<file path="src/rtl/tdfa_pkg.sv">
// Shared types and constants for the table-driven automaton acceptor.
package tdfa_pkg;

	localparam int TABLE_ENTRIES = 64;
	localparam int TBL_IDX_W     = $clog2(TABLE_ENTRIES);
	localparam int IDX_W         = 6;
	localparam int STATE_W       = 8;
	localparam int SYM_W         = 8;
	localparam int MARK_COUNT    = 1 << STATE_W;

	typedef enum logic [1:0] {
		OP_WRITE_ENTRY = 2'd0,
		OP_WRITE_MARK  = 2'd1,
		OP_FEED        = 2'd2,
		OP_END         = 2'd3
	} op_t;

	typedef enum logic [2:0] {
		STAT_WRITTEN   = 3'd0,
		STAT_TAKEN     = 3'd1,
		STAT_NO_TRANS  = 3'd2,
		STAT_ACCEPTED  = 3'd3,
		STAT_NOT_FINAL = 3'd4,
		STAT_IGNORED   = 3'd5
	} status_t;

	typedef enum logic [1:0] {
		FSM_IDLE,
		FSM_SCAN,
		FSM_JUDGE
	} fsm_t;

	// Transition table write request
	typedef struct packed {
		logic                 en;
		logic [TBL_IDX_W-1:0] idx;
		logic                 valid;
		logic [STATE_W-1:0]   from;
		logic [SYM_W-1:0]     sym;
		logic [STATE_W-1:0]   dest;
	} tbl_wr_t;

	// Transition table read data (registered)
	typedef struct packed {
		logic               valid;
		logic [STATE_W-1:0] from;
		logic [SYM_W-1:0]   sym;
		logic [STATE_W-1:0] dest;
	} tbl_rd_t;

endpackage

</file>
<file path="src/rtl/tdfa_table.sv">
// Transition table: entry memory with a registered read port and per-entry valid flops.
module tdfa_table (
	input  logic                                  clk,
	input  logic                                  arst_n,
	input  tdfa_pkg::tbl_wr_t                     wr,
	input  logic                                  rd_en,
	input  logic [tdfa_pkg::TBL_IDX_W-1:0]        rd_idx,
	output tdfa_pkg::tbl_rd_t                     rd
);
	import tdfa_pkg::*;

	localparam int ENTRY_W = 2 * STATE_W + SYM_W;

	logic [ENTRY_W-1:0]       mem [TABLE_ENTRIES];
	logic [TABLE_ENTRIES-1:0] vld_q;
	logic [ENTRY_W-1:0]       rd_data_s1;
	logic                     rd_vld_s1;

	// Valid bits: cleared at reset, written with each entry
	always_ff @(posedge clk or negedge arst_n) begin
		if (!arst_n) begin
			vld_q <= '0;
		end else if (wr.en) begin
			vld_q[wr.idx] <= wr.valid;
		end
	end

	// Entry payload memory
	always_ff @(posedge clk) begin
		if (wr.en) begin
			mem[wr.idx] <= {wr.from, wr.sym, wr.dest};
		end
	end

	// Registered read port
	always_ff @(posedge clk) begin
		if (rd_en) begin
			rd_data_s1 <= mem[rd_idx];
			rd_vld_s1  <= vld_q[rd_idx];
		end
	end

	assign rd.valid = rd_vld_s1;
	assign rd.from  = rd_data_s1[ENTRY_W-1 -: STATE_W];
	assign rd.sym   = rd_data_s1[STATE_W +: SYM_W];
	assign rd.dest  = rd_data_s1[STATE_W-1:0];

endmodule

</file>
<file path="src/rtl/table_driven_dfa_acceptor_top.sv">
// Top level of the table-driven automaton acceptor.
//
//  channel  | handshake            | payload
//  ---------+----------------------+-------------------------------------------
//  item in  | start & !busy        | operation, entry_*, mark_*, symbol_type
//  result   | done (one cycle)     | status, present_state, matched_entry
//  config   | cfg_wr_en            | cfg_wr_data (initial state)
//
// Writes, marks and feeds after a failure: result in the cycle after accept.
// Feed: one table read per cycle from entry 0 up, through the single read port
// of the transition table memory.
// End of sequence: one registered final-mark memory read, judged in the judge state.
// Reset clears the table valid flops and final-mark valid flops at once; no sweep.
// busy is high while a scan or judge is in progress; results cannot be stalled.
module table_driven_dfa_acceptor_top (
	input  logic                               clk,
	input  logic                               arst_n,
	input  logic                               start,
	output logic                               busy,
	input  logic [1:0]                         operation,
	input  logic [tdfa_pkg::IDX_W-1:0]         entry_index,
	input  logic                               entry_valid,
	input  logic [tdfa_pkg::STATE_W-1:0]       entry_from_state,
	input  logic [tdfa_pkg::SYM_W-1:0]         entry_symbol,
	input  logic [tdfa_pkg::STATE_W-1:0]       entry_destination,
	input  logic [tdfa_pkg::STATE_W-1:0]       mark_state,
	input  logic                               mark_final,
	input  logic [tdfa_pkg::SYM_W-1:0]         symbol_type,
	input  logic                               cfg_wr_en,
	input  logic [tdfa_pkg::STATE_W-1:0]       cfg_wr_data,
	output logic                               done,
	output logic [2:0]                         status,
	output logic [tdfa_pkg::STATE_W-1:0]       present_state,
	output logic [tdfa_pkg::IDX_W-1:0]         matched_entry
);
	import tdfa_pkg::*;

	localparam logic [TBL_IDX_W-1:0] LAST_ENTRY = TBL_IDX_W'(TABLE_ENTRIES - 1);

	fsm_t                 fsm_q, fsm_nxt;
	op_t                  op;
	logic                 accept;
	logic [STATE_W-1:0]   init_q, cur_q, eff_state;
	logic                 fresh_q, failed_q, eff_failed;
	logic [SYM_W-1:0]     sym_q;
	logic [TBL_IDX_W-1:0] ent_s1;
	logic                 hit, last;

	tbl_wr_t              tbl_wr;
	tbl_rd_t              tbl_rd;
	logic                 tbl_rd_en;
	logic [TBL_IDX_W-1:0] tbl_rd_idx;

	logic                 fin_mem [MARK_COUNT];
	logic [MARK_COUNT-1:0] fin_vld_q;
	logic                 fin_s1, fin_v_s1;

	logic                 res_fire;
	status_t              res_status;
	logic [STATE_W-1:0]   res_state;
	logic [IDX_W-1:0]     res_match;
	logic                 done_q;
	status_t              status_q;
	logic [STATE_W-1:0]   state_q;
	logic [IDX_W-1:0]     match_q;

	assign busy       = (fsm_q != FSM_IDLE);
	assign accept     = start && !busy;
	assign op         = op_t'(operation);
	assign eff_state  = fresh_q ? init_q : cur_q;
	assign eff_failed = fresh_q ? 1'b0 : failed_q;
	assign hit        = tbl_rd.valid && (tbl_rd.from == cur_q) && (tbl_rd.sym == sym_q);
	assign last       = (ent_s1 == LAST_ENTRY);

	// Table write from an accepted entry item
	always_comb begin
		tbl_wr.en    = accept && (op == OP_WRITE_ENTRY) && (int'(entry_index) < TABLE_ENTRIES);
		tbl_wr.idx   = TBL_IDX_W'(entry_index);
		tbl_wr.valid = entry_valid;
		tbl_wr.from  = entry_from_state;
		tbl_wr.sym   = entry_symbol;
		tbl_wr.dest  = entry_destination;
	end

	tdfa_table u_table (
		.clk    (clk),
		.arst_n (arst_n),
		.wr     (tbl_wr),
		.rd_en  (tbl_rd_en),
		.rd_idx (tbl_rd_idx),
		.rd     (tbl_rd)
	);

	// Next state
	always_comb begin
		fsm_nxt = fsm_q;
		unique case (fsm_q)
			FSM_IDLE: begin
				if (accept && op == OP_FEED && !eff_failed) begin
					fsm_nxt = FSM_SCAN;
				end else if (accept && op == OP_END) begin
					fsm_nxt = FSM_JUDGE;
				end
			end
			FSM_SCAN: begin
				if (hit || last) begin
					fsm_nxt = FSM_IDLE;
				end
			end
			FSM_JUDGE: fsm_nxt = FSM_IDLE;
			default:   fsm_nxt = FSM_IDLE;
		endcase
	end

	// Outputs: table reads and result
	always_comb begin
		tbl_rd_en  = 1'b0;
		tbl_rd_idx = '0;
		res_fire   = 1'b0;
		res_status = STAT_WRITTEN;
		res_state  = cur_q;
		res_match  = '0;
		unique case (fsm_q)
			FSM_IDLE: begin
				if (accept) begin
					unique case (op)
						OP_WRITE_ENTRY, OP_WRITE_MARK: begin
							res_fire  = 1'b1;
							res_state = eff_state;
						end
						OP_FEED: begin
							if (eff_failed) begin
								res_fire   = 1'b1;
								res_status = STAT_IGNORED;
							end else begin
								tbl_rd_en = 1'b1;
							end
						end
						OP_END: ;
						default: ;
					endcase
				end
			end
			FSM_SCAN: begin
				if (hit) begin
					res_fire   = 1'b1;
					res_status = STAT_TAKEN;
					res_state  = tbl_rd.dest;
					res_match  = IDX_W'(ent_s1);
				end else if (last) begin
					res_fire   = 1'b1;
					res_status = STAT_NO_TRANS;
				end else begin
					tbl_rd_en  = 1'b1;
					tbl_rd_idx = TBL_IDX_W'(ent_s1 + 1'b1);
				end
			end
			FSM_JUDGE: begin
				res_fire = 1'b1;
				priority if (failed_q) begin
					res_status = STAT_NO_TRANS;
				end else if (fin_s1 && fin_v_s1) begin
					res_status = STAT_ACCEPTED;
				end else begin
					res_status = STAT_NOT_FINAL;
				end
			end
			default: ;
		endcase
	end

	// Control registers: sequencer, configuration, sequence state
	always_ff @(posedge clk or negedge arst_n) begin
		if (!arst_n) begin
			fsm_q    <= FSM_IDLE;
			init_q   <= '0;
			cur_q    <= '0;
			fresh_q  <= 1'b1;
			failed_q <= 1'b0;
			done_q   <= 1'b0;
		end else begin
			fsm_q  <= fsm_nxt;
			done_q <= res_fire;
			if (cfg_wr_en) begin
				init_q <= cfg_wr_data;
			end
			unique case (fsm_q)
				FSM_IDLE: begin
					if (accept && (op == OP_FEED || op == OP_END) && fresh_q) begin
						cur_q    <= init_q;
						fresh_q  <= 1'b0;
						failed_q <= 1'b0;
					end
				end
				FSM_SCAN: begin
					if (hit) begin
						cur_q <= tbl_rd.dest;
					end else if (last) begin
						failed_q <= 1'b1;
					end
				end
				FSM_JUDGE: begin
					fresh_q  <= 1'b1;
					failed_q <= 1'b0;
				end
				default: ;
			endcase
		end
	end

	// Scan payload: symbol and entry index in flight
	always_ff @(posedge clk) begin
		if (accept) begin
			sym_q <= symbol_type;
		end
		if (tbl_rd_en) begin
			ent_s1 <= tbl_rd_idx;
		end
	end

	// Final-mark valid flops, cleared at reset
	always_ff @(posedge clk or negedge arst_n) begin
		if (!arst_n) begin
			fin_vld_q <= '0;
		end else if (accept && op == OP_WRITE_MARK) begin
			fin_vld_q[mark_state] <= 1'b1;
		end
	end

	// Final-mark memory: write on mark item, read on end item
	always_ff @(posedge clk) begin
		if (accept && op == OP_WRITE_MARK) begin
			fin_mem[mark_state] <= mark_final;
		end
		if (accept && op == OP_END) begin
			fin_s1   <= fin_mem[eff_state];
			fin_v_s1 <= fin_vld_q[eff_state];
		end
	end

	// Result register
	always_ff @(posedge clk) begin
		if (res_fire) begin
			status_q <= res_status;
			state_q  <= res_state;
			match_q  <= res_match;
		end
	end

	assign done          = done_q;
	assign status        = status_q;
	assign present_state = state_q;
	assign matched_entry = match_q;

	// Every accepted item either reports next cycle or keeps the block busy
	a_accept_progress: assert property (@(posedge clk) disable iff (!arst_n)
		accept |=> (done || busy))
		else $error("accepted item neither reported nor in progress");

	// Leaving a scan or judge always delivers a result
	a_busy_fall_done: assert property (@(posedge clk) disable iff (!arst_n)
		$fell(busy) |-> done)
		else $error("busy dropped without a result");

	// Only a taken symbol reports a nonzero matched entry
	a_match_only_taken: assert property (@(posedge clk) disable iff (!arst_n)
		(done && status != STAT_TAKEN) |-> (matched_entry == '0))
		else $error("matched_entry set on a result other than symbol taken");

	// A scan never runs while the table is being written
	a_no_write_in_scan: assert property (@(posedge clk) disable iff (!arst_n)
		(fsm_q == FSM_SCAN) |-> !tbl_wr.en)
		else $error("table write during scan");

endmodule

</file>
<file path="config.mk">
export PLATFORM = sky130hd
export DESIGN_NAME = table_driven_dfa_acceptor_top
export DESIGN_NICKNAME = d
export VERILOG_FILES = /design/src/rtl/tdfa_pkg.sv /design/src/rtl/tdfa_table.sv /design/src/rtl/table_driven_dfa_acceptor_top.sv
export SDC_FILE = /design/constraint.sdc
export NUM_CORES = 2
export LEC_CHECK = 0
export BUFFER_PORTS_ARGS = -buffer_cell sky130_fd_sc_hd__buf_4
export CAP_MARGIN = 10
export CORE_ASPECT_RATIO = 1.5
export CORE_MARGIN = 2
export CORE_UTILIZATION = 40
export DETAILED_ROUTE_END_ITERATION = 8
export GPL_TIMING_DRIVEN = 0
export SLEW_MARGIN = 20
export SYNTH_ARGS = -nofsm -noshare
export SYNTH_HDL_FRONTEND = slang
export SYNTH_SLANG_ARGS = --single-unit
export TNS_END_PERCENT = 1
</file>
<file path="constraint.sdc">
create_clock -name clk -period 5 [get_ports clk]
set_input_delay 0.5 -clock clk [delete_from_list [all_inputs] [get_ports clk]]
set_output_delay 0.5 -clock clk [all_outputs]
set_load 0.02 [all_outputs]
</file>
==> key figures <==
Critical path
  – CP arrival: 5.75 ns
  – Setup slack, reg-to-reg: -0.18 ns
  – CP Capture Type: flop
  – CP cell instances: mux2i_2, buf_2, buf_2, clkbuf_1, nand2_1, a311oi_1, o21ai_0, a31oi_1, nor4_1, nor4_2
  – Crit path kind: reg2reg
  – Worst Path Max Fanout: 19
  – Startpoint types: flop
  – CP required: 5.57 ns
  – Largest stage delay on the critical path: 0.71 ns
  – Slowest CP cell: clkbuf_1
  – Most used cell, CP: buf_2

Pwr
  – Power Total: 38.0 mW
  – Total power per unit cell area: 360 nW/um^2
  – Static Leak: 36.9 nW
  – Peak supply drop: 0.351 mV

Yosys
  – Synth Cell Area: 91000 um^2
  – Post-synthesis net count: 7026
  – Post-Syn Instances: 6963
  – Mux share of post-synthesis cell area: 1.36%
  – EDFF count, synth: 1850
  – Synth Area in Adders: 0.0138%
  – Synth Area in XOR/XNOR: 0.183%
  – Seq/Total Area, Yosys: 70.5%
  – Largest family of logic cells by synthesized area: simple AND/OR/NAND/NOR gates
  – Unique cell type count in the Yosys netlist: 66
  – Synth Register Bits: 2191
  – Asr flop ratio synth: 15.6%
  – Syn. warnings: 0
  – Compound-Gate Fraction of Synth Area: 11.9%
  – Most used DFF post-synth: edfxtp_1
  – Synth Area in Simple Gates: 13.7%
  – Syn avg cell area: 13.1 um^2

Clocking
  – Total CTS buffers: 212
  – CTS tree: yes
  – Clock Tree Buf Depth: 4
  – Skew-Pair Late Insertion Delay: 0.93 ns
  – Clock sinks: 2191
  – H-Tree Depth: 4
  – Clock transition at the registers of the reported paths: 0.06 ns
  – Root Driver: clkbuf_16

Global route
  – Antenna violations before repair: 32
  – GRT Residual Overflow: 0
  – Pin count of the biggest net entering global routing: 99
  – Vias in the first global route: 63.2k
  – Total track usage: 29.4%
  – First-pass GRT wire length: 481 mm

Placement
  – PortBufs: 75
  – Place WS: -1.44 ns
  – DPL Wire Length: 242 mm
  – Area after DPL: 97600 um^2
  – Final Wtd Congestion: 1.01

Detailed routing
  – Total length of routed wires: 348 mm
  – Via count: 63.2k
  – DRC Markers: 0
  – Via-per-instance ratio: 5.97
  – First-pass iteration count of the detailed router: 6
  – WL/cell: 32.9 um
  – Final ANT Viol Nets: 0
  – DR iter-0 viols: 6871

STA
  – RSZ-0062 raised after global routing: true
  – Final worst-path cycle share: 104%
  – Slew Viols, Final: 0
  – Fin worst setup slack: -0.179 ns
  – Fin crit period: 5.18 ns
  – Slew margin rel.: 16.2%
  – Setup TNS: -0.848 ns
  – Final hold violations: 0
  – Worst slew pin tran: 1.26 ns
  – F_max: 193 MHz
  – Final setup vio count: 8
  – Clock Skews: 0.113 ns

Status
  – Status: complete, but fails checks
  – Violated checks: setup timing

Cells and area
  – Core Util, Final: 46.6%
  – # fillers: 20.1k
  – Design Area, Final: 105000 um^2
  – Share of cells above drive strength 1: 15.4%
  – Area growth syn-to-layout: 16.0%
  – NumNets Final: 7417

Floorplan
  – Die ar.: 231000 um^2
  – Die W: 393 um
  – Starting density of the core: 40.2%
  – # rows: 214
  – IO Pins: 81
  – Die Ht: 588 um
  – Core Region: 226000 um^2

Worst hold path
  – Worst hold path class: in2async

Job
  – Max-cap violation count: 0
==> sequential cells by signal, summed over array words and instances, names as in the netlist <==
| signal | flops |
|---|---|
| sym_q | 8 |
| u_table.mem | 1536 |
| fin_s1 | 1 |
| fin_v_s1 | 1 |
| fsm_q | 2 |
| fresh_q | 1 |
| failed_q | 1 |
| u_table.rd_vld_s1 | 1 |
| fin_vld_q | 256 |
| u_table.vld_q | 64 |
| status | 3 |
| present_state | 8 |
| ent_s1 | 6 |
| init_q | 8 |
| u_table.rd_data_s1 | 24 |
| fin_mem | 256 |
| done | 1 |
| matched_entry | 6 |
| cur_q | 8 |
==> area by class of cell <==
cell class | count | area [um^2] | share of cell area [%]
antenna | 24 | 60.1 | 0.0569
buffer | 556 | 2380 | 2.25
clock buffer | 288 | 5960 | 5.65
clock inverter | 96 | 1040 | 0.989
inverter | 7 | 26.3 | 0.0249
multi-input combinational | 4205 | 25800 | 24.4
sequential | 2191 | 64100 | 60.8
tap | 3024 | 3780 | 3.59
timing repair buffer | 181 | 2350 | 2.23
==> cells in the mapped netlist (100+ instances only) <==
| cell | n | area, um^2 |
|---|---|---|
| a21boi_0 | 403 | 3030 |
| or2_2 | 249 | 1560 |
| clkbuf_1 | 453 | 1700 |
| nand3_1 | 356 | 1780 |
| edfxtp_1 | 1850 | 55600 |
| nor2_1 | 364 | 1370 |
| a41oi_1 | 100 | 876 |
| and3_1 | 309 | 1930 |
| o311ai_0 | 273 | 2390 |
| nand2_1 | 1167 | 4380 |
| a31oi_1 | 142 | 888 |
| dfrtp_1 | 340 | 8510 |
==> worst max-delay path, delay by kind of cell (launching register included) <==
| kind | cells | cell delay (ns) |
|---|---|---|
| buffers and inverters | 3 | 1.70 |
| AO/OA/AOI/OAI | 3 | 0.98 |
| AND/OR/NAND/NOR | 3 | 0.87 |
| multiplexers | 1 | 0.65 |
| flip-flops | 1 | 0.60 |
==> worst paths after layout <==
path,startpoint,end,cells past startpoint
min in group clk,operation[0],fsm_q[1],2
max in group asynchronous,arst_n,fin_vld_q[207],5
worst max-delay path,fresh_q,fin_s1,10
worst max register to register,fresh_q,fin_s1,10
worst min register to register,fin_vld_q[191],fin_vld_q[191],1
worst min-delay path,arst_n,fin_vld_q[47],2
==> timing repair <==
action / 4_1_cts / 5_1_grt
hold buffers: 18 / 0
setup endpoints to repair: 28 / 26
hold endpoints to repair: 199 / 0
pin swaps: 1 / 0
buffers inserted: 1 / 0
resized for setup: 170 / 60
==> power breakdown <==
part	internal [mW]	switching, mW
Clock	9.41	7.19
Sequential	19.8	0.0143
Combinational	0.280	1.30
Total	29.5	8.50
==> metrics by stage <==
step	cells	hold WS (ns)
2_1_floorplan	6963	0.204
3_3_place_gp	10100	0.441
3_5_place_dp	10100	0.373
4_1_cts	10500	0.0418
5_1_grt	10600	0.0489
6_report	10600	0.0616
==> cells in the final DEF, fill, tap and decap left out, drive strengths merged, types with 48 or more instances in the layout <==
master,Yosys,routed
a211oi,86,86
a21boi,403,403
a311oi,48,48
a31o,102,102
a31oi,142,142
a41oi,100,100
and2,89,89
and3,309,309
buf,107,263
clkbuf,453,740
clkinv,1,67
dfrtp,340,340
edfxtp,1850,1850
mux2,74,74
nand2,1167,1167
nand3,356,356
nor2,364,364
o21ai,127,127
o311ai,300,300
or2,259,259
==> cell families after synthesis <==
group           after synthesis
simple gates               2659
buf+inv                     567
xor+xnor                     19
mux                         114
flops                      2191
compound gates             1412
fa+ha+maj                     1
==> per-layer routing <==
metal	GRT usage (%)	up-vias	wire (um)
met5	0	-	57
met4	26.2	8	36500
met3	4.49	1066	23400
met2	50.1	3182	172000
met1	31.8	31900	116000
li1	-	27000	-
No activity file was read; power rests on OpenSTA's default activity.
